$ cat src/rtl/vwtl_pkg.sv
// ----------------------------------------------------------------------------
// Video wall tile layout: shared package
// Types, register indexes, reset values and divide-by-constant helpers.
// ----------------------------------------------------------------------------
package vwtl_pkg;

   localparam int STREAM_CAP = 16;
   localparam int LANES      = 4;
   localparam int PROD_W     = 21;
   localparam int QUOT_W     = 15;
   localparam int RCP_W      = 27;
   localparam int RCP_SHIFT  = 27;

   localparam logic [2:0] CSR_FRAME_WIDTH  = 3'd0;
   localparam logic [2:0] CSR_FRAME_HEIGHT = 3'd1;
   localparam logic [2:0] CSR_CUSTOM_MODE  = 3'd2;
   localparam logic [2:0] CSR_TILE_COUNT   = 3'd3;
   localparam logic [2:0] CSR_SPACING_H    = 3'd4;
   localparam logic [2:0] CSR_SPACING_V    = 3'd5;

   localparam logic [13:0] RESET_FRAME_WIDTH  = 14'd1920;
   localparam logic [13:0] RESET_FRAME_HEIGHT = 14'd1080;

   localparam logic CMD_LOAD    = 1'b0;
   localparam logic CMD_COMPOSE = 1'b1;

   typedef struct packed {
      logic [13:0] frame_width;
      logic [13:0] frame_height;
      logic        custom_mode;
      logic [4:0]  tile_count;
      logic [9:0]  spacing_h;
      logic [9:0]  spacing_v;
   } cfg_type;

   // bit layout of one tile table entry, left percent in the low bits
   typedef struct packed {
      logic [3:0] grid_col;
      logic [3:0] grid_row;
      logic [6:0] height_pct;
      logic [6:0] width_pct;
      logic [6:0] top_pct;
      logic [6:0] left_pct;
   } tile_type;

   typedef struct packed {
      logic       is_load;
      logic [4:0] stream_count;
      logic [3:0] tile_slot;
      tile_type   tile;
   } job_type;

   typedef enum logic [1:0] {
      DIV_PCT,
      DIV_2,
      DIV_3,
      DIV_4
   } div_code_type;

   function automatic logic [6:0] div_value(div_code_type code);
      logic [6:0] val;
      unique case (code)
         DIV_PCT: val = 7'd100;
         DIV_2:   val = 7'd2;
         DIV_3:   val = 7'd3;
         DIV_4:   val = 7'd4;
         default: val = 7'd100;
      endcase
      return val;
   endfunction

   // floor(2^27 / divisor); quotient comes out exact or one short
   function automatic logic [RCP_W-1:0] div_recip(div_code_type code);
      logic [RCP_W-1:0] val;
      unique case (code)
         DIV_PCT: val = RCP_W'((1 << RCP_SHIFT) / 100);
         DIV_2:   val = RCP_W'((1 << RCP_SHIFT) / 2);
         DIV_3:   val = RCP_W'((1 << RCP_SHIFT) / 3);
         DIV_4:   val = RCP_W'((1 << RCP_SHIFT) / 4);
         default: val = RCP_W'((1 << RCP_SHIFT) / 100);
      endcase
      return val;
   endfunction

   // grid rows for five or more streams, as a divisor
   function automatic div_code_type rows_code(logic [4:0] n);
      div_code_type code;
      if (n <= 5'd6) begin
         code = DIV_2;
      end else if (n <= 5'd12) begin
         code = DIV_3;
      end else begin
         code = DIV_4;
      end
      return code;
   endfunction

endpackage

$ cat src/rtl/vwtl_back.sv
// ----------------------------------------------------------------------------
// Video wall tile layout: back end
// Runs queued jobs: writes tile slots and walks compose requests one
// rectangle at a time through a four-lane divide-by-constant pipeline.
// ----------------------------------------------------------------------------
module vwtl_back #(
   parameter int MAX_TILES  = 16,
   parameter int TILE_DEPTH = 16,
   localparam int TILE_AW = (TILE_DEPTH > 1) ? $clog2(TILE_DEPTH) : 1
) (
   input  logic                 clock,
   input  logic                 reset,
   input  vwtl_pkg::cfg_type    cfg,
   input  logic                 job_valid,
   input  vwtl_pkg::job_type    job_head,
   output logic                 job_pop,
   output logic                 ram_we,
   output logic [TILE_AW-1:0]   ram_waddr,
   output logic [35:0]          ram_wdata,
   output logic [TILE_AW-1:0]   ram_raddr,
   input  logic [35:0]          ram_rdata,
   output logic                 rsp_valid,
   input  logic                 rsp_stall,
   output logic [3:0]           rsp_rect_index,
   output logic [15:0]          rsp_rect_left,
   output logic [15:0]          rsp_rect_top,
   output logic [15:0]          rsp_rect_width,
   output logic [15:0]          rsp_rect_height,
   output logic                 rsp_placed,
   output logic                 rsp_last
);
   import vwtl_pkg::*;

   typedef enum logic [2:0] {
      ST_IDLE,
      ST_READ,
      ST_MUL,
      ST_RCP,
      ST_FIX,
      ST_OUT
   } state_type;

   state_type    state_ff, state_in;
   logic [4:0]   n_ff, n_in;
   logic         custom_ff, custom_in;
   logic [4:0]   tcount_ff, tcount_in;
   div_code_type cols_ff, cols_in;
   div_code_type rows_ff, rows_in;
   logic [1:0]   col_ctr_ff, col_ctr_in;
   logic [1:0]   row_ctr_ff, row_ctr_in;
   logic [3:0]   idx_ff, idx_in;
   logic [3:0]   tile_row_ff, tile_row_in;
   logic [3:0]   tile_col_ff, tile_col_in;
   logic         placed_ff, placed_in;

   logic [PROD_W-1:0] prod_ff [0:LANES-1];
   logic [PROD_W-1:0] prod_in [0:LANES-1];
   div_code_type      code_ff [0:LANES-1];
   div_code_type      code_in [0:LANES-1];
   logic [QUOT_W-1:0] q0_ff   [0:LANES-1];
   logic [QUOT_W-1:0] q0_in   [0:LANES-1];
   logic [QUOT_W-1:0] q_ff    [0:LANES-1];
   logic [QUOT_W-1:0] q_in    [0:LANES-1];
   logic [QUOT_W-1:0] q0_calc [0:LANES-1];
   logic [QUOT_W-1:0] q_calc  [0:LANES-1];
   logic [PROD_W-1:0] rem_calc [0:LANES-1];

   logic        rsp_valid_ff, rsp_valid_in;
   logic [3:0]  rsp_index_ff, rsp_index_in;
   logic [15:0] rsp_left_ff, rsp_left_in;
   logic [15:0] rsp_top_ff, rsp_top_in;
   logic [15:0] rsp_width_ff, rsp_width_in;
   logic [15:0] rsp_height_ff, rsp_height_in;
   logic        rsp_placed_ff, rsp_placed_in;
   logic        rsp_last_ff, rsp_last_in;

   tile_type    tile_rd;
   logic        out_free;
   logic        is_last;
   logic        spacing_any;
   logic [4:0]  tcount_sat;
   logic [12:0] cw;
   logic [12:0] ch;
   logic [15:0] r_left, r_top, r_width, r_height;

   assign tile_rd     = tile_type'(ram_rdata);
   assign out_free    = !rsp_valid_ff || !rsp_stall;
   assign is_last     = ({1'b0, idx_ff} + 5'd1 == n_ff);
   assign spacing_any = (cfg.spacing_h != 10'd0) || (cfg.spacing_v != 10'd0);
   assign tcount_sat  = ({2'b00, cfg.tile_count} > 7'(MAX_TILES)) ?
                        5'(MAX_TILES) : cfg.tile_count;

   assign job_pop   = (state_ff == ST_IDLE) && job_valid;
   assign ram_we    = job_pop && job_head.is_load;
   assign ram_waddr = job_head.tile_slot[TILE_AW-1:0];
   assign ram_wdata = job_head.tile;
   assign ram_raddr = idx_ff[TILE_AW-1:0];

   // divide by constant: reciprocal multiply, then one correction step
   for (genvar k = 0; k < LANES; k++) begin : g_lane
      assign q0_calc[k]  = QUOT_W'((48'(prod_ff[k]) * 48'(div_recip(code_ff[k])))
                                   >> RCP_SHIFT);
      assign rem_calc[k] = prod_ff[k] -
                           PROD_W'(22'(q0_ff[k]) * 22'(div_value(code_ff[k])));
      assign q_calc[k]   = q0_ff[k] +
                           QUOT_W'(rem_calc[k] >= PROD_W'(div_value(code_ff[k])));
   end

   // half-frame cells for the two to four stream layouts
   assign cw = (cfg.frame_width[13:1] > 13'd1) ? cfg.frame_width[13:1] - 13'd1 : 13'd0;
   assign ch = (cfg.frame_height[13:1] > 13'd1) ? cfg.frame_height[13:1] - 13'd1 : 13'd0;

   // rectangle of the current stream
   always_comb begin
      r_left   = 16'd0;
      r_top    = 16'd0;
      r_width  = 16'd0;
      r_height = 16'd0;
      if (custom_ff) begin
         if (placed_ff) begin
            r_left   = 16'(q_ff[0]) + 16'(14'(tile_col_ff) * 14'(cfg.spacing_h));
            r_top    = 16'(q_ff[1]) + 16'(14'(tile_row_ff) * 14'(cfg.spacing_v));
            r_width  = 16'(q_ff[2]);
            r_height = 16'(q_ff[3]);
            if (spacing_any) begin
               r_width  = (q_ff[2] > QUOT_W'(cfg.spacing_h)) ?
                          16'(q_ff[2] - QUOT_W'(cfg.spacing_h)) : 16'd1;
               r_height = (q_ff[3] > QUOT_W'(cfg.spacing_v)) ?
                          16'(q_ff[3] - QUOT_W'(cfg.spacing_v)) : 16'd1;
            end
         end
      end else if (n_ff == 5'd1) begin
         r_width  = 16'(cfg.frame_width);
         r_height = 16'(cfg.frame_height);
      end else if (n_ff <= 5'd4) begin
         r_width  = 16'(cw);
         r_height = 16'(ch);
         case (idx_ff)
            4'd0: begin
               r_left = 16'd0;
               r_top  = (n_ff == 5'd2) ? 16'(ch[12:1]) : 16'd0;
            end
            4'd1: begin
               r_left = 16'(cw);
               r_top  = (n_ff == 5'd2) ? 16'(ch[12:1]) : 16'd0;
            end
            4'd2: begin
               r_left = (n_ff == 5'd3) ? 16'(cw[12:1]) : 16'd0;
               r_top  = 16'(ch);
            end
            default: begin
               r_left = 16'(cw);
               r_top  = 16'(ch);
            end
         endcase
      end else begin
         r_left   = 16'(col_ctr_ff) * 16'(q_ff[0]);
         r_top    = 16'(row_ctr_ff) * 16'(q_ff[1]);
         r_width  = (q_ff[0] != '0) ? 16'(q_ff[0] - QUOT_W'(1)) : 16'd0;
         r_height = (q_ff[1] != '0) ? 16'(q_ff[1] - QUOT_W'(1)) : 16'd0;
      end
   end

   always_comb begin
      state_in      = state_ff;
      n_in          = n_ff;
      custom_in     = custom_ff;
      tcount_in     = tcount_ff;
      cols_in       = cols_ff;
      rows_in       = rows_ff;
      col_ctr_in    = col_ctr_ff;
      row_ctr_in    = row_ctr_ff;
      idx_in        = idx_ff;
      tile_row_in   = tile_row_ff;
      tile_col_in   = tile_col_ff;
      placed_in     = placed_ff;
      prod_in       = prod_ff;
      code_in       = code_ff;
      q0_in         = q0_ff;
      q_in          = q_ff;
      rsp_valid_in  = rsp_valid_ff && rsp_stall;
      rsp_index_in  = rsp_index_ff;
      rsp_left_in   = rsp_left_ff;
      rsp_top_in    = rsp_top_ff;
      rsp_width_in  = rsp_width_ff;
      rsp_height_in = rsp_height_ff;
      rsp_placed_in = rsp_placed_ff;
      rsp_last_in   = rsp_last_ff;

      unique case (state_ff)
         ST_IDLE: begin
            if (job_valid && !job_head.is_load) begin
               n_in       = job_head.stream_count;
               custom_in  = cfg.custom_mode && (tcount_sat != 5'd0);
               tcount_in  = tcount_sat;
               cols_in    = (job_head.stream_count <= 5'd9) ? DIV_3 : DIV_4;
               rows_in    = rows_code(job_head.stream_count);
               col_ctr_in = 2'd0;
               row_ctr_in = 2'd0;
               idx_in     = 4'd0;
               state_in   = ST_READ;
            end
         end
         ST_READ: begin
            state_in = ST_MUL;
         end
         ST_MUL: begin
            tile_row_in = tile_rd.grid_row;
            tile_col_in = tile_rd.grid_col;
            placed_in   = !custom_ff || ({1'b0, idx_ff} < tcount_ff);
            if (custom_ff) begin
               prod_in[0] = PROD_W'(tile_rd.left_pct) * PROD_W'(cfg.frame_width);
               prod_in[1] = PROD_W'(tile_rd.top_pct) * PROD_W'(cfg.frame_height);
               prod_in[2] = PROD_W'(tile_rd.width_pct) * PROD_W'(cfg.frame_width);
               prod_in[3] = PROD_W'(tile_rd.height_pct) * PROD_W'(cfg.frame_height);
               code_in[0] = DIV_PCT;
               code_in[1] = DIV_PCT;
               code_in[2] = DIV_PCT;
               code_in[3] = DIV_PCT;
            end else begin
               prod_in[0] = PROD_W'(cfg.frame_width);
               prod_in[1] = PROD_W'(cfg.frame_height);
               prod_in[2] = '0;
               prod_in[3] = '0;
               code_in[0] = cols_ff;
               code_in[1] = rows_ff;
               code_in[2] = DIV_2;
               code_in[3] = DIV_2;
            end
            state_in = ST_RCP;
         end
         ST_RCP: begin
            q0_in    = q0_calc;
            state_in = ST_FIX;
         end
         ST_FIX: begin
            q_in     = q_calc;
            state_in = ST_OUT;
         end
         ST_OUT: begin
            // hold until the output register can take the item
            if (out_free) begin
               rsp_valid_in  = 1'b1;
               rsp_index_in  = idx_ff;
               rsp_left_in   = r_left;
               rsp_top_in    = r_top;
               rsp_width_in  = r_width;
               rsp_height_in = r_height;
               rsp_placed_in = placed_ff;
               rsp_last_in   = is_last;
               if (is_last) begin
                  state_in = ST_IDLE;
               end else begin
                  idx_in = idx_ff + 4'd1;
                  if (col_ctr_ff == ((cols_ff == DIV_3) ? 2'd2 : 2'd3)) begin
                     col_ctr_in = 2'd0;
                     row_ctr_in = row_ctr_ff + 2'd1;
                  end else begin
                     col_ctr_in = col_ctr_ff + 2'd1;
                  end
                  state_in = ST_READ;
               end
            end
         end
         default: begin
            state_in = ST_IDLE;
         end
      endcase
   end

   always_ff @(posedge clock) begin
      if (reset) begin
         state_ff     <= ST_IDLE;
         rsp_valid_ff <= 1'b0;
      end else begin
         state_ff     <= state_in;
         rsp_valid_ff <= rsp_valid_in;
      end
      n_ff          <= n_in;
      custom_ff     <= custom_in;
      tcount_ff     <= tcount_in;
      cols_ff       <= cols_in;
      rows_ff       <= rows_in;
      col_ctr_ff    <= col_ctr_in;
      row_ctr_ff    <= row_ctr_in;
      idx_ff        <= idx_in;
      tile_row_ff   <= tile_row_in;
      tile_col_ff   <= tile_col_in;
      placed_ff     <= placed_in;
      prod_ff       <= prod_in;
      code_ff       <= code_in;
      q0_ff         <= q0_in;
      q_ff          <= q_in;
      rsp_index_ff  <= rsp_index_in;
      rsp_left_ff   <= rsp_left_in;
      rsp_top_ff    <= rsp_top_in;
      rsp_width_ff  <= rsp_width_in;
      rsp_height_ff <= rsp_height_in;
      rsp_placed_ff <= rsp_placed_in;
      rsp_last_ff   <= rsp_last_in;
   end

   assign rsp_valid       = rsp_valid_ff;
   assign rsp_rect_index  = rsp_index_ff;
   assign rsp_rect_left   = rsp_left_ff;
   assign rsp_rect_top    = rsp_top_ff;
   assign rsp_rect_width  = rsp_width_ff;
   assign rsp_rect_height = rsp_height_ff;
   assign rsp_placed      = rsp_placed_ff;
   assign rsp_last        = rsp_last_ff;

endmodule

$ cat config.mk
export PLATFORM = sky130hd
export DESIGN_NAME = vwtl_back
export DESIGN_NICKNAME = d
export VERILOG_FILES = /design/src/rtl/vwtl_pkg.sv /design/src/rtl/vwtl_back.sv
export SDC_FILE = /design/constraint.sdc
export NUM_CORES = 2
export LEC_CHECK = 0
export BUFFER_PORTS_ARGS = -buffer_cell sky130_fd_sc_hd__buf_2
export CORE_MARGIN = 10
export CORE_UTILIZATION = 70
export DETAILED_ROUTE_END_ITERATION = 12
export PLACE_DENSITY = 0.9
export SYNTH_ARGS = -nofsm -noshare
export SYNTH_HDL_FRONTEND = slang
export SYNTH_SLANG_ARGS = --single-unit
$ cat constraint.sdc
create_clock -name clock -period 19 [get_ports clock]
set_input_delay 0.95 -clock clock [delete_from_list [all_inputs] [get_ports clock]]
set_output_delay 0.95 -clock clock [all_outputs]
set_load 0.02 [all_outputs]
==> out/results.md <==
Clocking
* **clk root buf** clkbuf_16
* **maximum root-to-sink buffer count** 3
* **CTS H-tree lvls** 2
* **hold-fix buffers at CTS** 0
* **number of buffers created by CTS** 39
* **CTS tree** yes
* **post-CTS setup-driven buffer insertion count** 0
* **number of gates given a new drive strength after cts** 0
* **Sink Count** 314
* **Worst-Skew Late Latency** 600 ps
* **clock-pin slew on the worst setup and hold paths** 70 ps

Setup path
* **startpoint-to-endpoint class of the critical path** reg -> reg
* **arrival time at the worst endpoint** 9700 ps
* **crit end category** flop
* **Worst Setup Start Kind** flop
* **Slowest cell on crit path** a211oi_1
* **worst endpoint required time** 19350 ps
* **delay of the slowest critical-path stage** 890 ps
* **maximum net fanout on the critical path** 29

Min path
* **worst hold-check path type** in -> reg

Synth
* **Post-synth EDFFs** 310
* **post-synthesis async set-or-reset flop share** 0%
* **proportion of netlist area held by the largest area contributor** 33.88%
* **post-synth top area cell** fa_1
* **count of yosys warnings during synthesis** 0
* **Distinct cells, synth** 97
* **top cells by instance count after synthesis** inv_1, fa_1, ha_1, nand2_1, and2_1
* **proportion of synthesized chip area in sequential cells** 11.42%
* **number of synthesized register bits** 314
* **most frequent cell after synthesis** inv_1
* **instance count of the mapped netlist** 8733
* **Syn Area/Cell** 9.418 µm²
* **top cells by area in the synthesized netlist** fa_1, ha_1, edfxtp_1
* **synthesized cell area** 0.08225 mm²
* **most common flop cell mapped by yosys** edfxtp_1

GRT
* **number of global-route vias before repair** 66140
* **antenna violations before repair** 23
* **largest net degree at the start of global routing** 85
* **global-route total usage across every layer** 36.04%
* **global-route wire length before repair** 368800 µm
* **total grt overflow** 0

STA
* **RSZ-0062 raised after global routing** false
* **maximum operating frequency** 106.9 MHz
* **post-layout minimum cycle time** 9352 ps
* **slew at the pin closest to its max-slew limit** 1270 ps
* **final worst hold slack** 527.5 ps
* **setup total negative slack** 0 ps
* **number of pins exceeding their max-slew limit in the final report** 0
* **worst setup margin** 9648 ps
* **number of setup violations in the final report** 0
* **Clock Skew** 42.91 ps
* **final number of hold-violating endpoints** 0
* **fraction of the cycle the final worst path needs** 49.22%
* **Worst slew margin** 15.17%

Place
* **Setup Slack @ Placement** 9876 ps
* **number of I/O port buffers** 176
* **final weighted congestion in routability-driven placement** 1.030
* **placed wire-length estimate** 197300 µm

Drt
* **number of design rule violations left after detail routing** 0
* **first-pass iteration count of the detailed router** 8
* **mean number of vias per cell** 6.030
* **via total after detailed routing** 62180
* **Routed Antenna Nets** 0
* **final routed wirelength across all metal layers** 234300 µm
* **drt wl/cell** 22.72 µm
* **DR iter-0 viols** 6212

Status
* **outcome** complete, no violations

Power
* **total leakage power** 44.72 nW
* **Pwr per Cell Area** 174.3 mW/mm²
* **peak supply drop** 0.3745 mV

Floorplanning
* **vertical extent of the die** 362.8 µm
* **number of placement rows** 125
* **Die W** 362.8 µm
* **core region area** 0.1164 mm²
* **Initial Util** 70.68%
* **count of pins on the block boundary** 257
* **Total Die Area** 0.1316 mm²

Final layout
* **layout cells sized above 1** 3.932%
* **Final Net Count** 11600
* **area growth from synthesis to layout** 4.077%
* **Fillers** 8155

Run
* **number of maximum-capacitance constraint violations** 0

[sequential cells by signal, summed over array words and instances, names as in the netlist, 2 cells and up]
register and count:
tile_row_ff 4, rsp_rect_left 16, code_ff 5, col_ctr_ff 2, q0_ff 60, q_ff 60, n_ff 5, rsp_rect_height 16
state_ff 3, rows_ff 2, ram_raddr 4, tcount_ff 5, rsp_rect_index 4, rsp_rect_width 16, rsp_rect_top 16, prod_ff 84
row_ctr_ff 2, tile_col_ff 4
[cells by family after synthesis]
family | share of synthesized area [%]
compound gates | 7.279
xor+xnor | 3.812
fa+ha+maj | 53.99
buf+inv | 11.51
flops | 11.42
mux | 0.4929
other cells | 0.004559
simple gates | 11.49
[through the flow]
step                utilization (%)  instance area, µm²  instances  power (mW)
CTS                           73.53               85560      10300       14.74
global route                  73.54               85570      10300       16.52
finish                        73.56               85600      10310       14.92
floorplan                         -               82290       8744       10.36
detailed placement            72.39               84230      10230       13.74
global placement              72.39               84230      10230       13.18
[layout make-up]
cell class | instances | area, µm² | share of cell area [%]
Tap cell | 1524 | 1907 | 2.228
Timing Repair Buffer | 199 | 1054 | 1.231
Clock inverter | 31 | 327.8 | 0.3830
Multi-Input combinational cell | 5950 | 63480 | 74.16
Inverter | 2239 | 8404 | 9.818
Antenna cell | 14 | 35.03 | 0.04093
Sequential cell | 314 | 9389 | 10.97
Clock buffer | 41 | 1005 | 1.174
[path summary, 6_finish.rpt]
check,startpoint,cells after the start,slack [ps],end
hold / removal,ram_rdata[33],1,530,tile_col_ff[1]
hold reg to reg,tcount_ff[4],1,530,placed_ff
setup reg to reg,code_ff[6],27,9650,q0_ff[57]
setup / recovery,code_ff[6],27,9650,q0_ff[57]
[critical path, delay by kind of cell, from the launching register on]
| kind | cells | cell delay [ps] |
|---|---|---|
| fa+ha+maj | 9 | 3860 |
| simple gates | 2 | 540 |
| flops | 1 | 690 |
| compound gates | 9 | 2950 |
| buf+inv | 7 | 1040 |
[layer usage]
layer	part of all wire [%]	routed length, µm	GRT usage [%]	up-vias
li1	-	-	-	27380
met1	38	89430	46.61	30800
met2	46	106800	57.63	3247
met3	11	25380	8.449	732
met4	5.4	12550	16.19	16
met5	0.041	96	0	-
[layout by cell type (no fill, tap or decap), types with 53 or more instances in the layout]
cell	count
xnor2_1	235
o22ai_1	53
a21o_1	90
and2_1	403
a21oi_1	246
o21ai_0	165
edfxtp_1	310
buf_2	176
ha_1	1321
nor2b_1	97
xor2_1	123
nor2_1	311
nand2_1	621
nor3_1	95
nand2b_1	81
nand3_1	75
inv_1	2233
fa_1	1392
[power by group]
part           internal [mW]  leakage (nW)  switching [mW]
clock network          0.449         0.646           0.358
logic                   5.33          41.2            7.55
registers               1.12          2.86           0.112
Note: power is estimated with default switching activity, not from simulation.
