$ cat config.mk
export PLATFORM = sky130hd
export DESIGN_NAME = vwtl_ram
export DESIGN_NICKNAME = d
export VERILOG_FILES = /design/src/rtl/vwtl_ram.sv
export SDC_FILE = /design/constraint.sdc
export NUM_CORES = 1
export LEC_CHECK = 0
export BUFFER_PORTS_ARGS = -buffer_cell sky130_fd_sc_hd__buf_2
export CAP_MARGIN = 20
export CORE_AREA = 2 2 229 186
export DETAILED_ROUTE_END_ITERATION = 8
export DIE_AREA = 0 0 231 188
export MAX_ROUTING_LAYER = met4
export PLACE_DENSITY = 0.71
export SLEW_MARGIN = 25
export SYNTH_ARGS = -nofsm -noshare
export SYNTH_HDL_FRONTEND = slang
export SYNTH_SLANG_ARGS = --single-unit
export TNS_END_PERCENT = 5
$ cat constraint.sdc
create_clock -name clock -period 10.5 [get_ports clock]
set_clock_uncertainty 0.1 [all_clocks]
set_input_delay 0.525 -clock clock [delete_from_list [all_inputs] [get_ports clock]]
set_output_delay 0.525 -clock clock [all_outputs]
set_load 0.05 [all_outputs]
$ cat src/rtl/vwtl_ram.sv
// ----------------------------------------------------------------------------
// Video wall tile layout: generic RAM
// One write port, one read port with registered read data.
// ----------------------------------------------------------------------------
module vwtl_ram #(
   parameter int WIDTH = 36,
   parameter int DEPTH = 16,
   localparam int ADDR_W = (DEPTH > 1) ? $clog2(DEPTH) : 1
) (
   input  logic              clock,
   input  logic              we,
   input  logic [ADDR_W-1:0] waddr,
   input  logic [WIDTH-1:0]  wdata,
   input  logic [ADDR_W-1:0] raddr,
   output logic [WIDTH-1:0]  rdata
);

   logic [WIDTH-1:0] mem_ff [0:DEPTH-1];
   logic [WIDTH-1:0] rdata_ff;

   always_ff @(posedge clock) begin
      if (we) begin
         mem_ff[waddr] <= wdata;
      end
      rdata_ff <= mem_ff[raddr];
   end

   assign rdata = rdata_ff;

endmodule

==> results of run 1 <==
-- per-layer routing --
| metal | global-route usage [%] | up-vias |
|---|---|---|
| met5 | - | - |
| met3 | 3.83 | 74 |
| met1 | 30.3 | 5278 |
| met2 | 36.1 | 384 |
| li1 | - | 4241 |
| met4 | 4.76 | 0 |
-- sequential cells by signal, indices dropped and copies added, names as in the netlist --
register  cells
rdata        36
mem_ff      576
-- cell usage after synthesis (2+ instances only) --
cell / number / share of area, %
sky130_fd_sc_hd__clkbuf_1: 21 / 0.35
sky130_fd_sc_hd__a22oi_1: 72 / 2.4
sky130_fd_sc_hd__buf_2: 15 / 0.34
sky130_fd_sc_hd__buf_6: 7 / 0.35
sky130_fd_sc_hd__nor3_1: 4 / 0.090
sky130_fd_sc_hd__dfxtp_1: 36 / 3.2
sky130_fd_sc_hd__nand2b_1: 2 / 0.056
sky130_fd_sc_hd__mux4_2: 144 / 15
sky130_fd_sc_hd__nor2_1: 13 / 0.22
sky130_fd_sc_hd__nand3b_1: 2 / 0.067
sky130_fd_sc_hd__edfxtp_1: 576 / 77
sky130_fd_sc_hd__nor2b_1: 2 / 0.056
sky130_fd_sc_hd__nand2_1: 37 / 0.62
sky130_fd_sc_hd__buf_1: 3 / 0.050
-- cells by family (layout without fill, tap and decap cells) --
group / Yosys count / in the layout
compound gates: 72 / 72
buf+inv: 47 / 211
mux: 144 / 144
flops: 612 / 612
simple gates: 63 / 63
other cells: 0 / 2
-- path summary, 6_finish.rpt --
check	startpoint	end	cells past startpoint
min reg2reg	mem_ff[13][29]	rdata[29]	3
max reg2reg	mem_ff[11][21]	rdata[21]	3
max	raddr[0]	rdata[22]	5
min	wdata[13]	mem_ff[15][13]	1
-- power breakdown --
group	internal, mW	leakage [nW]	switching [mW]
clock network	1.23	0.951	0.860
registers	2.73	5.51	0.0165
logic	0.0955	1.73	0.188
-- stage by stage --
| stage | hold slack [ns] | util, % | setup slack [ns] |
|---|---|---|---|
| 2_1_floorplan | 0.524 | - | 6.41 |
| 3_3_place_gp | 0.555 | 57.0 | 7.31 |
| 3_5_place_dp | 0.557 | 57.0 | 7.30 |
| 4_1_cts | 0.172 | 61.6 | 7.90 |
| 5_1_grt | 0.191 | 61.6 | 7.85 |
| 6_report | 0.199 | 61.6 | 8.09 |
-- layout make-up --
cell class | count | share of cell area, %
Antenna cell | 2 | 0.0197
Clock buffer | 72 | 5.91
Clock inverter | 34 | 1.64
Multi-Input combinational cell | 279 | 16.5
Sequential cell | 612 | 70.9
Tap cell | 552 | 2.72
Timing Repair Buffer | 105 | 2.40
-- worst reg2reg max path, stage by stage (launching register included) --
cell and delay, ns:
sky130_fd_sc_hd__edfxtp_1 0.37, sky130_fd_sc_hd__mux4_2 0.47, sky130_fd_sc_hd__a22oi_1 0.21, sky130_fd_sc_hd__nand2_1 0.14
==> insert_results.sql, run 1 <==
INSERT INTO impl_metrics (metric_group, metric, value, unit) VALUES
('sta', 'setup_tns', '0', 'ns'),
('synth', 'main_combinational_cell_family_by_area_after_synthesis', 'multiplexers', ''),
('setup_path', 'crit_arrival', '2.78', 'ns'),
('routing', 'highest-signal-layer', 'met4', ''),
('global_routing', 'grt_start_max_net_pins', '77', ''),
('pwr', 'total_leakage_power', '8.18', 'nW'),
('synth', 'post_synth_and_or_nand_nor_area_fraction', '1.20', '%'),
('synth', 'post_synth_num_cell_types', '18', ''),
('clock_tree', 'clock_tree.htree_level_count', '2', ''),
('sta', 'finalSetupViolations', '0', ''),
('pwr', 'peakVddDrop', '0.146', 'mV'),
('sta', 'final_period_minus_worst_setup_slack', '2.41', 'ns'),
('die', 'core_area', '41200', 'µm²'),
('routing', 'routedLengthMet1', '18100', 'µm'),
('clock_tree', 'post_cts_hold_buffer_count', '0', ''),
('clock_tree', 'numClockSinks', '612', ''),
('final_layout', 'multi_input_area', '4190', 'µm²'),
('routing', 'met2_wirelength', '23200', 'µm'),
('routing', 'met3_length', '3320', 'µm'),
('clock_tree', 'cts.root.buffer_cell', 'sky130_fd_sc_hd__clkbuf_16', ''),
('setup_path', 'cp_delay_by_family_top', 'buffers and inverters', ''),
('setup_path', 'rrSetupSlack', '9.07', 'ns'),
('place', 'detailedPlacementHpwl', '21100', 'µm'),
('final_layout', 'syn_to_final_growth', '13.9', '%'),
('setup_path', 'worst_ep_required_time', '10.87', 'ns'),
('routing', 'remaining_drc_errors', '0', ''),
('die', 'dieArea', '43400', 'µm²'),
('synth', 'number_of_flops_mapped_to_enable_cells_by_yosys', '576', ''),
('die', 'top_level_ports', '82', ''),
('synth', 'yosys.area_share.adder', '0', '%'),
('synth', 'synth_xor_area_share', '0', '%'),
('clock_tree', 'path_clk_slew', '0.07', 'ns'),
('die', 'initial_utilization', '54.1', '%'),
('routing', 'detailroute.via_count', '9977', ''),
('synth', 'synth.yosys.seq_area_share', '80.7', '%'),
('place', 'placed_cells_incl_taps', '1548', ''),
('sta', 'final_min_period_over_clock_period', '22.9', '%'),
('place', 'port-buffer-count', '81', ''),
('global_routing', 'grt_pass1_vias', '10300', ''),
('die', 'fp-row-count', '67', ''),
('worst_hold_path', 'worst_hold_path_type', 'primary input to flip-flop', ''),
('clock_tree', 'post-cts-setup-buffer-count', '0', ''),
('setup_path', 'critPathSlowestCell', 'sky130_fd_sc_hd__buf_4', ''),
('pwr', 'p_per_area', '202', 'nW/µm²'),
('die', 'floorplan.die.width', '231', 'µm'),
('synth', 'synth_compound_area_share', '2.42', '%'),
('routing', 'routed_via_density', '6.02', ''),
('final_layout', 'final_cell_mix', 'sky130_fd_sc_hd__edfxtp_1 (576), sky130_fd_sc_hd__mux4_2 (144), sky130_fd_sc_hd__buf_2 (79)', ''),
('final_layout', 'postLayoutCellArea', '25400', 'µm²'),
('clock_tree', 'max-clock-path-buffers', '3', ''),
('synth', 'synth_warnings', '0', ''),
('job', 'maxCapViolCount', '0', ''),
('clock_tree', 'post_cts_resized', '0', ''),
('routing', 'total_wirelength_of_the_detailed_routed_design', '45400', 'µm'),
('final_layout', 'final_layout_size_suffix_gt1_share', '32.4', '%'),
('setup_path', 'cp_cell_sequence', 'buf_8 -> buf_4 -> mux4_2 -> a22oi_1 -> nand2_1', ''),
('final_layout', 'fill_cell_instance_count_of_the_final_layout', '2803', ''),
('die', 'vertical_die_dimension', '188', 'µm'),
('sta', 'fmaxAchievable', '415', 'MHz'),
('routing', 'ant_nets', '0', ''),
('final_layout', 'layout.cells.non_filler', '1656', ''),
('clock_tree', 'cts_tree', 'built', ''),
('synth', 'synth_area', '22300', 'µm²'),
('setup_path', 'cp_num_buf_inv', '2', ''),
('sta', 'final_hold_violation_count', '0', ''),
('run_status', 'outcome', 'completed', ''),
('global_routing', 'grt-ovfl-total', '0', ''),
('synth', 'syn_inst', '938', ''),
('final_layout', 'seqCellArea', '18000', 'µm²'),
('setup_path', 'slowest_delay', '0.73', 'ns'),
('synth', 'postSynthRegisterBits', '612', '');
Power figures use the tool's default switching activity.
==> run 2: changes to the inputs <==
--- a/config.mk
+++ b/config.mk
@@ -11,7 +11,7 @@
 export DETAILED_ROUTE_END_ITERATION = 8
 export DIE_AREA = 0 0 231 188
 export MAX_ROUTING_LAYER = met4
-export PLACE_DENSITY = 0.71
+export PLACE_DENSITY = 0.74
 export SLEW_MARGIN = 25
 export SYNTH_ARGS = -nofsm -noshare
 export SYNTH_HDL_FRONTEND = slang
==> constraint.sdc (replaced) <==
create_clock -name clock -period 2 [get_ports clock]
set_clock_uncertainty 0.1 [all_clocks]
set_input_delay 0.1 -clock clock [delete_from_list [all_inputs] [get_ports clock]]
set_output_delay 0.1 -clock clock [all_outputs]
set_load 0.05 [all_outputs]
==> insert_results.sql, run 2 (synthesis gave the netlist of run 1 again) <==
INSERT INTO impl_metrics (metric_group, metric, value, unit) VALUES
('setup_path', 'timing.critical_path.from_type', 'primary input', ''),
('place', 'placed_cells_incl_taps', '1581', ''),
('setup_path', 'ws_path_type', 'primary input to flip-flop', ''),
('setup_path', 'regToRegStartpoint', 'mem_ff[3][10]', ''),
('pwr', 'seq_power_share', '54.0', '%'),
('sta', 'finalSetupViolations', '0', ''),
('sta', 'final_min_period_over_clock_period', '87.5', '%'),
('clock_tree', 'cts_tree', 'built', ''),
('place', 'detailed_place.area', '24200', 'µm²'),
('clock_tree', 'clock_tree.htree_level_count', '2', ''),
('sta', 'setup_tns', '0', 'ns'),
('sta', 'final-max-slew-violation-count', '0', ''),
('sta', 'setup_repair_after_global_routing_missed_its_margin', 'no', ''),
('clock_tree', 'path_clk_slew', '0.06', 'ns'),
('place', 'port-buffer-count', '81', ''),
('final_layout', 'final_net_count', '1171', ''),
('routing', 'total_wirelength_of_the_detailed_routed_design', '45300', 'µm'),
('pwr', 'fin_total_pwr', '26.7', 'mW'),
('place', 'routability_congestion_estimate', '0.763', ''),
('clock_tree', 'cts-buffers-inserted', '56', ''),
('routing', 'detailedRoute.firstPassIterationCount', '6', ''),
('sta', 'final.hold.worst_slack', '0.0959', 'ns'),
('sta', 'final_period_minus_worst_setup_slack', '1.75', 'ns'),
('clock_tree', 'numClockSinks', '612', ''),
('final_layout', 'multi_input_area', '4210', 'µm²'),
('sta', 'fmaxAchievable', '572', 'MHz'),
('clock_tree', 'cts.root.buffer_cell', 'sky130_fd_sc_hd__clkbuf_16', ''),
('final_layout', 'seqCellArea', '18000', 'µm²'),
('die', 'vertical_die_dimension', '188', 'µm'),
('setup_path', 'worst_ep_required_time', '2.36', 'ns'),
('global_routing', 'antenna_found_initial', '1', ''),
('routing', 'remaining_drc_errors', '0', ''),
('run_status', 'outcome', 'completed', ''),
('setup_path', 'crit_arrival', '2.11', 'ns'),
('die', 'floorplan.die.width', '231', 'µm'),
('final_layout', 'fill_cell_instance_count_of_the_final_layout', '2635', ''),
('die', 'initial_utilization', '54.1', '%'),
('final_layout', 'syn_to_final_growth', '18.4', '%'),
('global_routing', 'grt_pass1_wl', '68300', 'µm'),
('pwr', 'switching_fraction', '20.8', '%'),
('pwr', 'peakVddDrop', '0.869', 'mV'),
('pwr', 'p_clk_share', '39.9', '%'),
('sta', 'slew-limit-headroom', '66.9', '%'),
('place', 'pre_cts_ws', '0.260', 'ns'),
('setup_path', 'timing.critical_path.fanout_max', '11', ''),
('die', 'core_area', '41200', 'µm²'),
('setup_path', 'critPathCaptureType', 'flip-flop', ''),
('clock_tree', 'post_cts_resized', '0', ''),
('place', 'detailedPlacementHpwl', '25100', 'µm'),
('pwr', 'p_comb_share', '6.2', '%'),
('pwr', 'total_leakage_power', '8.61', 'nW'),
('final_layout', 'flip_flop_count_of_the_largest_register_all_copies_and_words_added', '576', ''),
('routing', 'first_iter_violations', '1146', ''),
('die', 'top_level_ports', '82', ''),
('global_routing', 'grt_start_max_net_pins', '44', ''),
('clock_tree', 'max-clock-path-buffers', '3', ''),
('final_layout', 'layout.cells.most_common', 'sky130_fd_sc_hd__edfxtp_1', ''),
('clock_tree', 'worst_skew_pair.late_latency', '0.59', 'ns'),
('worst_hold_path', 'worst_hold_path_type', 'primary input to flip-flop', ''),
('final_layout', 'layout.core_utilization', '64.1', '%'),
('final_layout', 'layout.cells.non_filler', '1727', ''),
('setup_path', 'critical_path.startpoint', 'raddr[0]', ''),
('routing', 'ant_nets', '0', ''),
('routing', 'routed_wire_length_per_instance', '26.2', 'µm'),
('pwr', 'intPower', '21.2', 'mW'),
('die', 'fp-row-count', '67', ''),
('final_layout', 'registers.top_by_ff_count', 'mem_ff', ''),
('routing', 'detailroute.via_count', '10400', ''),
('job', 'maxCapViolCount', '0', ''),
('worst_hold_path', 'holdCritStartpoint', 'waddr[0]', ''),
('sta', 'worst-slew-pin-transition', '0.494', 'ns'),
('final_layout', 'final_layout_size_suffix_gt1_share', '33.2', '%'),
('routing', 'routed_via_density', '6.02', ''),
('global_routing', 'grt-ovfl-total', '0', ''),
('global_routing', 'global_route.usage.total', '22.3', '%'),
('sta', 'final_hold_violation_count', '0', ''),
('clock_tree', 'post-cts-setup-buffer-count', '0', ''),
('die', 'dieArea', '43400', 'µm²'),
('sta', 'final_critical_path_setup_slack', '0.251', 'ns'),
('pwr', 'p_per_area', '1010', 'nW/µm²'),
('pwr', 'net-switching-power', '5.57', 'mW'),
('global_routing', 'grt_pass1_vias', '10700', ''),
('final_layout', 'postLayoutCellArea', '26400', 'µm²'),
('final_layout', 'final_cell_mix', 'sky130_fd_sc_hd__edfxtp_1 (576), sky130_fd_sc_hd__mux4_2 (144), sky130_fd_sc_hd__buf_2 (79)', '');
==> run 2: final timing paths <==
check | end | slack, ns | cells after the start
hold reg to reg | rdata[16] | 0.57 | 3
hold / removal | mem_ff[0][9] | 0.1 | 3
setup / recovery | rdata[7] | 0.25 | 7
setup reg to reg | rdata[10] | 0.50 | 3
==> run 2: cell type report <==
type | count | share of cell area [%]
Antenna cell | 2 | 0.0189
Clock buffer | 89 | 6.46
Clock inverter | 17 | 0.615
Multi-Input combinational cell | 279 | 15.9
Sequential cell | 612 | 68.1
Tap cell | 552 | 2.61
Timing Repair Buffer | 176 | 6.21
==> run 2: metal layers <==
| metal | part of all wire [%] | track usage (%) |
|---|---|---|
| met5 | 0 | - |
| met3 | 8.4 | 4.12 |
| met4 | 1.9 | 5.01 |
| met1 | 42 | 32.3 |
| met2 | 48 | 33.5 |
==> run 2: what timing repair did <==
action | CTS | global route
hold buffers | 38 | 0
endpoints found under the setup margin | 0 | 0
endpoints found under the hold margin | 580 | 0
==> run 2: worst max-delay path, stage by stage <==
cell                            delay [ns]
sky130_fd_sc_hd__dlygate4sd3_1        0.57
sky130_fd_sc_hd__buf_8                0.20
sky130_fd_sc_hd__buf_12               0.17
sky130_fd_sc_hd__buf_4                0.19
sky130_fd_sc_hd__mux4_2               0.52
sky130_fd_sc_hd__a22oi_1              0.24
sky130_fd_sc_hd__nand2_1              0.09
==> run 2: power groups by stage <==
stage	Sequential, mW	Combinational, mW	Clock (mW)
finish	14.4	1.66	10.7
global route	14.4	1.77	11.4
CTS	14.4	1.68	10.8
detailed placement	14.7	1.61	0
global placement	14.7	1.58	0
floorplan	15.0	0.690	0
==> run 3: changes to the inputs <==
--- a/config.mk
+++ b/config.mk
@@ -5,13 +5,15 @@
 export SDC_FILE = /design/constraint.sdc
 export NUM_CORES = 1
 export LEC_CHECK = 0
+export ABC_CLOCK_PERIOD_IN_PS = 2000
 export BUFFER_PORTS_ARGS = -buffer_cell sky130_fd_sc_hd__buf_2
 export CAP_MARGIN = 20
 export CORE_AREA = 2 2 229 186
 export DETAILED_ROUTE_END_ITERATION = 8
 export DIE_AREA = 0 0 231 188
 export MAX_ROUTING_LAYER = met4
-export PLACE_DENSITY = 0.74
+export PLACE_DENSITY = 0.79
+export REMOVE_ABC_BUFFERS = 1
 export SLEW_MARGIN = 25
 export SYNTH_ARGS = -nofsm -noshare
 export SYNTH_HDL_FRONTEND = slang
==> insert_results.sql, run 3 (synthesis gave the netlist of run 1 again) <==
INSERT INTO impl_metrics (metric_group, metric, value, unit) VALUES
('setup_path', 'ws_path_type', 'primary input to flip-flop', ''),
('final_layout', 'layout.core_utilization', '63.5', '%'),
('routing', 'routed_wire_length_per_instance', '27.9', 'µm'),
('sta', 'fmaxAchievable', '577', 'MHz'),
('final_layout', 'flip_flop_count_of_the_largest_register_all_copies_and_words_added', '576', ''),
('die', 'fp-row-count', '67', ''),
('die', 'core_area', '41200', 'µm²'),
('global_routing', 'grt_pass1_vias', '11300', ''),
('job', 'maxCapViolCount', '0', ''),
('pwr', 'peakVddDrop', '0.763', 'mV'),
('place', 'detailedPlacementHpwl', '26500', 'µm'),
('die', 'top_level_ports', '82', ''),
('final_layout', 'final_layout_size_suffix_gt1_share', '32.6', '%'),
('clock_tree', 'cts.root.buffer_cell', 'sky130_fd_sc_hd__clkbuf_16', ''),
('setup_path', 'r2r.worst_path.cells', '3', ''),
('global_routing', 'antenna_found_initial', '1', ''),
('clock_tree', 'path_clk_slew', '0.07', 'ns'),
('die', 'floorplan.die.width', '231', 'µm'),
('clock_tree', 'cts_tree', 'built', ''),
('place', 'port-buffer-count', '81', ''),
('pwr', 'switching_fraction', '21.3', '%'),
('setup_path', 'timing.critical_path.from_type', 'primary input', ''),
('routing', 'ant_nets', '0', ''),
('sta', 'setup_repair_after_global_routing_missed_its_margin', 'no', ''),
('setup_path', 'timing.critical_path.fanout_max', '29', ''),
('clock_tree', 'post_cts_resized', '0', ''),
('pwr', 'p_comb_share', '6.4', '%'),
('worst_hold_path', 'worst_hold_path_type', 'primary input to flip-flop', ''),
('pwr', 'total_leakage_power', '8.49', 'nW'),
('routing', 'total_wirelength_of_the_detailed_routed_design', '48000', 'µm'),
('pwr', 'p_clk_share', '38.4', '%'),
('global_routing', 'grt_pass1_wl', '72300', 'µm'),
('clock_tree', 'post-cts-setup-buffer-count', '0', ''),
('routing', 'detailedRoute.firstPassIterationCount', '5', ''),
('setup_path', 'worst_ep_required_time', '2.36', 'ns'),
('sta', 'final_hold_violation_count', '0', ''),
('sta', 'finalSetupViolations', '0', ''),
('final_layout', 'final_net_count', '1167', ''),
('pwr', 'net-switching-power', '5.57', 'mW'),
('routing', 'routed_via_density', '6.18', ''),
('global_routing', 'grt_start_max_net_pins', '37', ''),
('final_layout', 'final_cell_mix', 'sky130_fd_sc_hd__edfxtp_1 (576), sky130_fd_sc_hd__mux4_2 (144), sky130_fd_sc_hd__buf_2 (79)', ''),
('clock_tree', 'clock_tree.htree_level_count', '2', ''),
('final_layout', 'postLayoutCellArea', '26200', 'µm²'),
('routing', 'first_iter_violations', '1319', ''),
('run_status', 'outcome', 'completed', ''),
('setup_path', 'crit_arrival', '2.09', 'ns'),
('worst_hold_path', 'instance_count_along_the_most_critical_hold_path', '4', ''),
('setup_path', 'critPathCaptureType', 'flip-flop', ''),
('sta', 'final-max-slew-violation-count', '0', ''),
('sta', 'worst-slew-pin-transition', '0.573', 'ns'),
('final_layout', 'layout.cells.most_common', 'sky130_fd_sc_hd__edfxtp_1', ''),
('final_layout', 'syn_to_final_growth', '17.3', '%'),
('clock_tree', 'cts-buffers-inserted', '53', ''),
('sta', 'slew-limit-headroom', '61.7', '%'),
('final_layout', 'fill_cell_instance_count_of_the_final_layout', '2658', ''),
('pwr', 'p_per_area', '999', 'nW/µm²'),
('place', 'placed_cells_incl_taps', '1581', ''),
('place', 'routability_congestion_estimate', '0.757', ''),
('clock_tree', 'numClockSinks', '612', ''),
('routing', 'remaining_drc_errors', '0', ''),
('sta', 'final_min_period_over_clock_period', '86.7', '%'),
('routing', 'detailroute.via_count', '10600', ''),
('final_layout', 'layout.cells.non_filler', '1719', ''),
('die', 'dieArea', '43400', 'µm²'),
('die', 'vertical_die_dimension', '188', 'µm'),
('place', 'detailed_place.area', '24100', 'µm²'),
('global_routing', 'global_route.usage.total', '23.7', '%'),
('clock_tree', 'worst_skew_pair.late_latency', '0.60', 'ns'),
('global_routing', 'grt-ovfl-total', '0', ''),
('sta', 'final_period_minus_worst_setup_slack', '1.73', 'ns'),
('die', 'initial_utilization', '54.1', '%'),
('clock_tree', 'max-clock-path-buffers', '3', ''),
('pwr', 'intPower', '20.6', 'mW'),
('final_layout', 'registers.top_by_ff_count', 'mem_ff', ''),
('pwr', 'seq_power_share', '55.2', '%');
run 3: cell count changes in the layout (fill, tap and decap cells not counted), moves of 2 or more:
cell and change:
sky130_fd_sc_hd__clkbuf_8 -6, sky130_fd_sc_hd__clkbuf_16 -3, sky130_fd_sc_hd__inv_6 -2, sky130_fd_sc_hd__clkbuf_1 +4
sky130_fd_sc_hd__nor3_2 +4, sky130_fd_sc_hd__nor3_4 -4, sky130_fd_sc_hd__buf_4 +5, sky130_fd_sc_hd__buf_12 -5
run 3: worst paths after layout:
path	end	startpoint	slack (ns)
setup reg to reg	rdata[11]	mem_ff[15][11]	0.46
hold reg to reg	rdata[29]	mem_ff[15][29]	0.58
hold / removal	rdata[19]	raddr[2]	0.05
setup / recovery	rdata[28]	raddr[1]	0.27
run 3: metrics by stage:
stage	power [mW]	hold WS, ns	setup TNS, ns	worst slack (ns)
2_1_floorplan	15.5	0.0989	-392.51	-1.66
3_3_place_gp	16.3	0.366	0	0.228
3_5_place_dp	16.3	0.371	0	0.208
4_1_cts	26.3	0.00801	0	0.266
5_1_grt	26.9	0.0418	0	0.202
6_report	26.2	0.0481	0	0.267
run 3: power by group through the flow:
stage / clock network, mW / logic (mW) / registers, mW
4_1_cts: 10.2 / 1.69 / 14.4
6_report: 10.1 / 1.67 / 14.4
5_1_grt: 10.7 / 1.77 / 14.5
2_1_floorplan: 0 / 0.551 / 15.0
3_5_place_dp: 0 / 1.61 / 14.7
3_3_place_gp: 0 / 1.57 / 14.7
run 3: final cells by class:
| class | instances | area [µm²] | area share, % |
|---|---|---|---|
| clock buffers | 84 | 1560 | 5.97 |
| clock inverters | 16 | 153 | 0.583 |
| diodes | 1 | 2.50 | 0.00956 |
| well taps | 552 | 691 | 2.64 |
| flip-flops and latches | 612 | 18000 | 68.8 |
| repair buffers | 175 | 1570 | 6.00 |
| multi-input cells | 279 | 4190 | 16.0 |
run 3: critical path: stages:
cell,delay [ns]
sky130_fd_sc_hd__dlygate4sd3_1,0.55
sky130_fd_sc_hd__buf_6,0.26
sky130_fd_sc_hd__buf_12,0.25
sky130_fd_sc_hd__buf_4,0.24
sky130_fd_sc_hd__mux4_2,0.31
sky130_fd_sc_hd__a22oi_1,0.24
sky130_fd_sc_hd__nand2_1,0.11
run 3: repair_timing:
action                     in CTS  in global routing
hold buffers                   37                  0
hold endpoints to repair      577                  0
setup endpoints to repair       0                  0
run 3: layer usage:
metal  share of wire (%)  up-vias  global-route usage, %  wire length [µm]
met5                   0        -                      -                 0
li1                    -     4374                      -                 -
met1                  40     5645                   32.8             19100
met3                 7.8       90                   3.79              3740
met4                 2.3        0                   6.38              1100
met2                  50      510                   37.2             24000
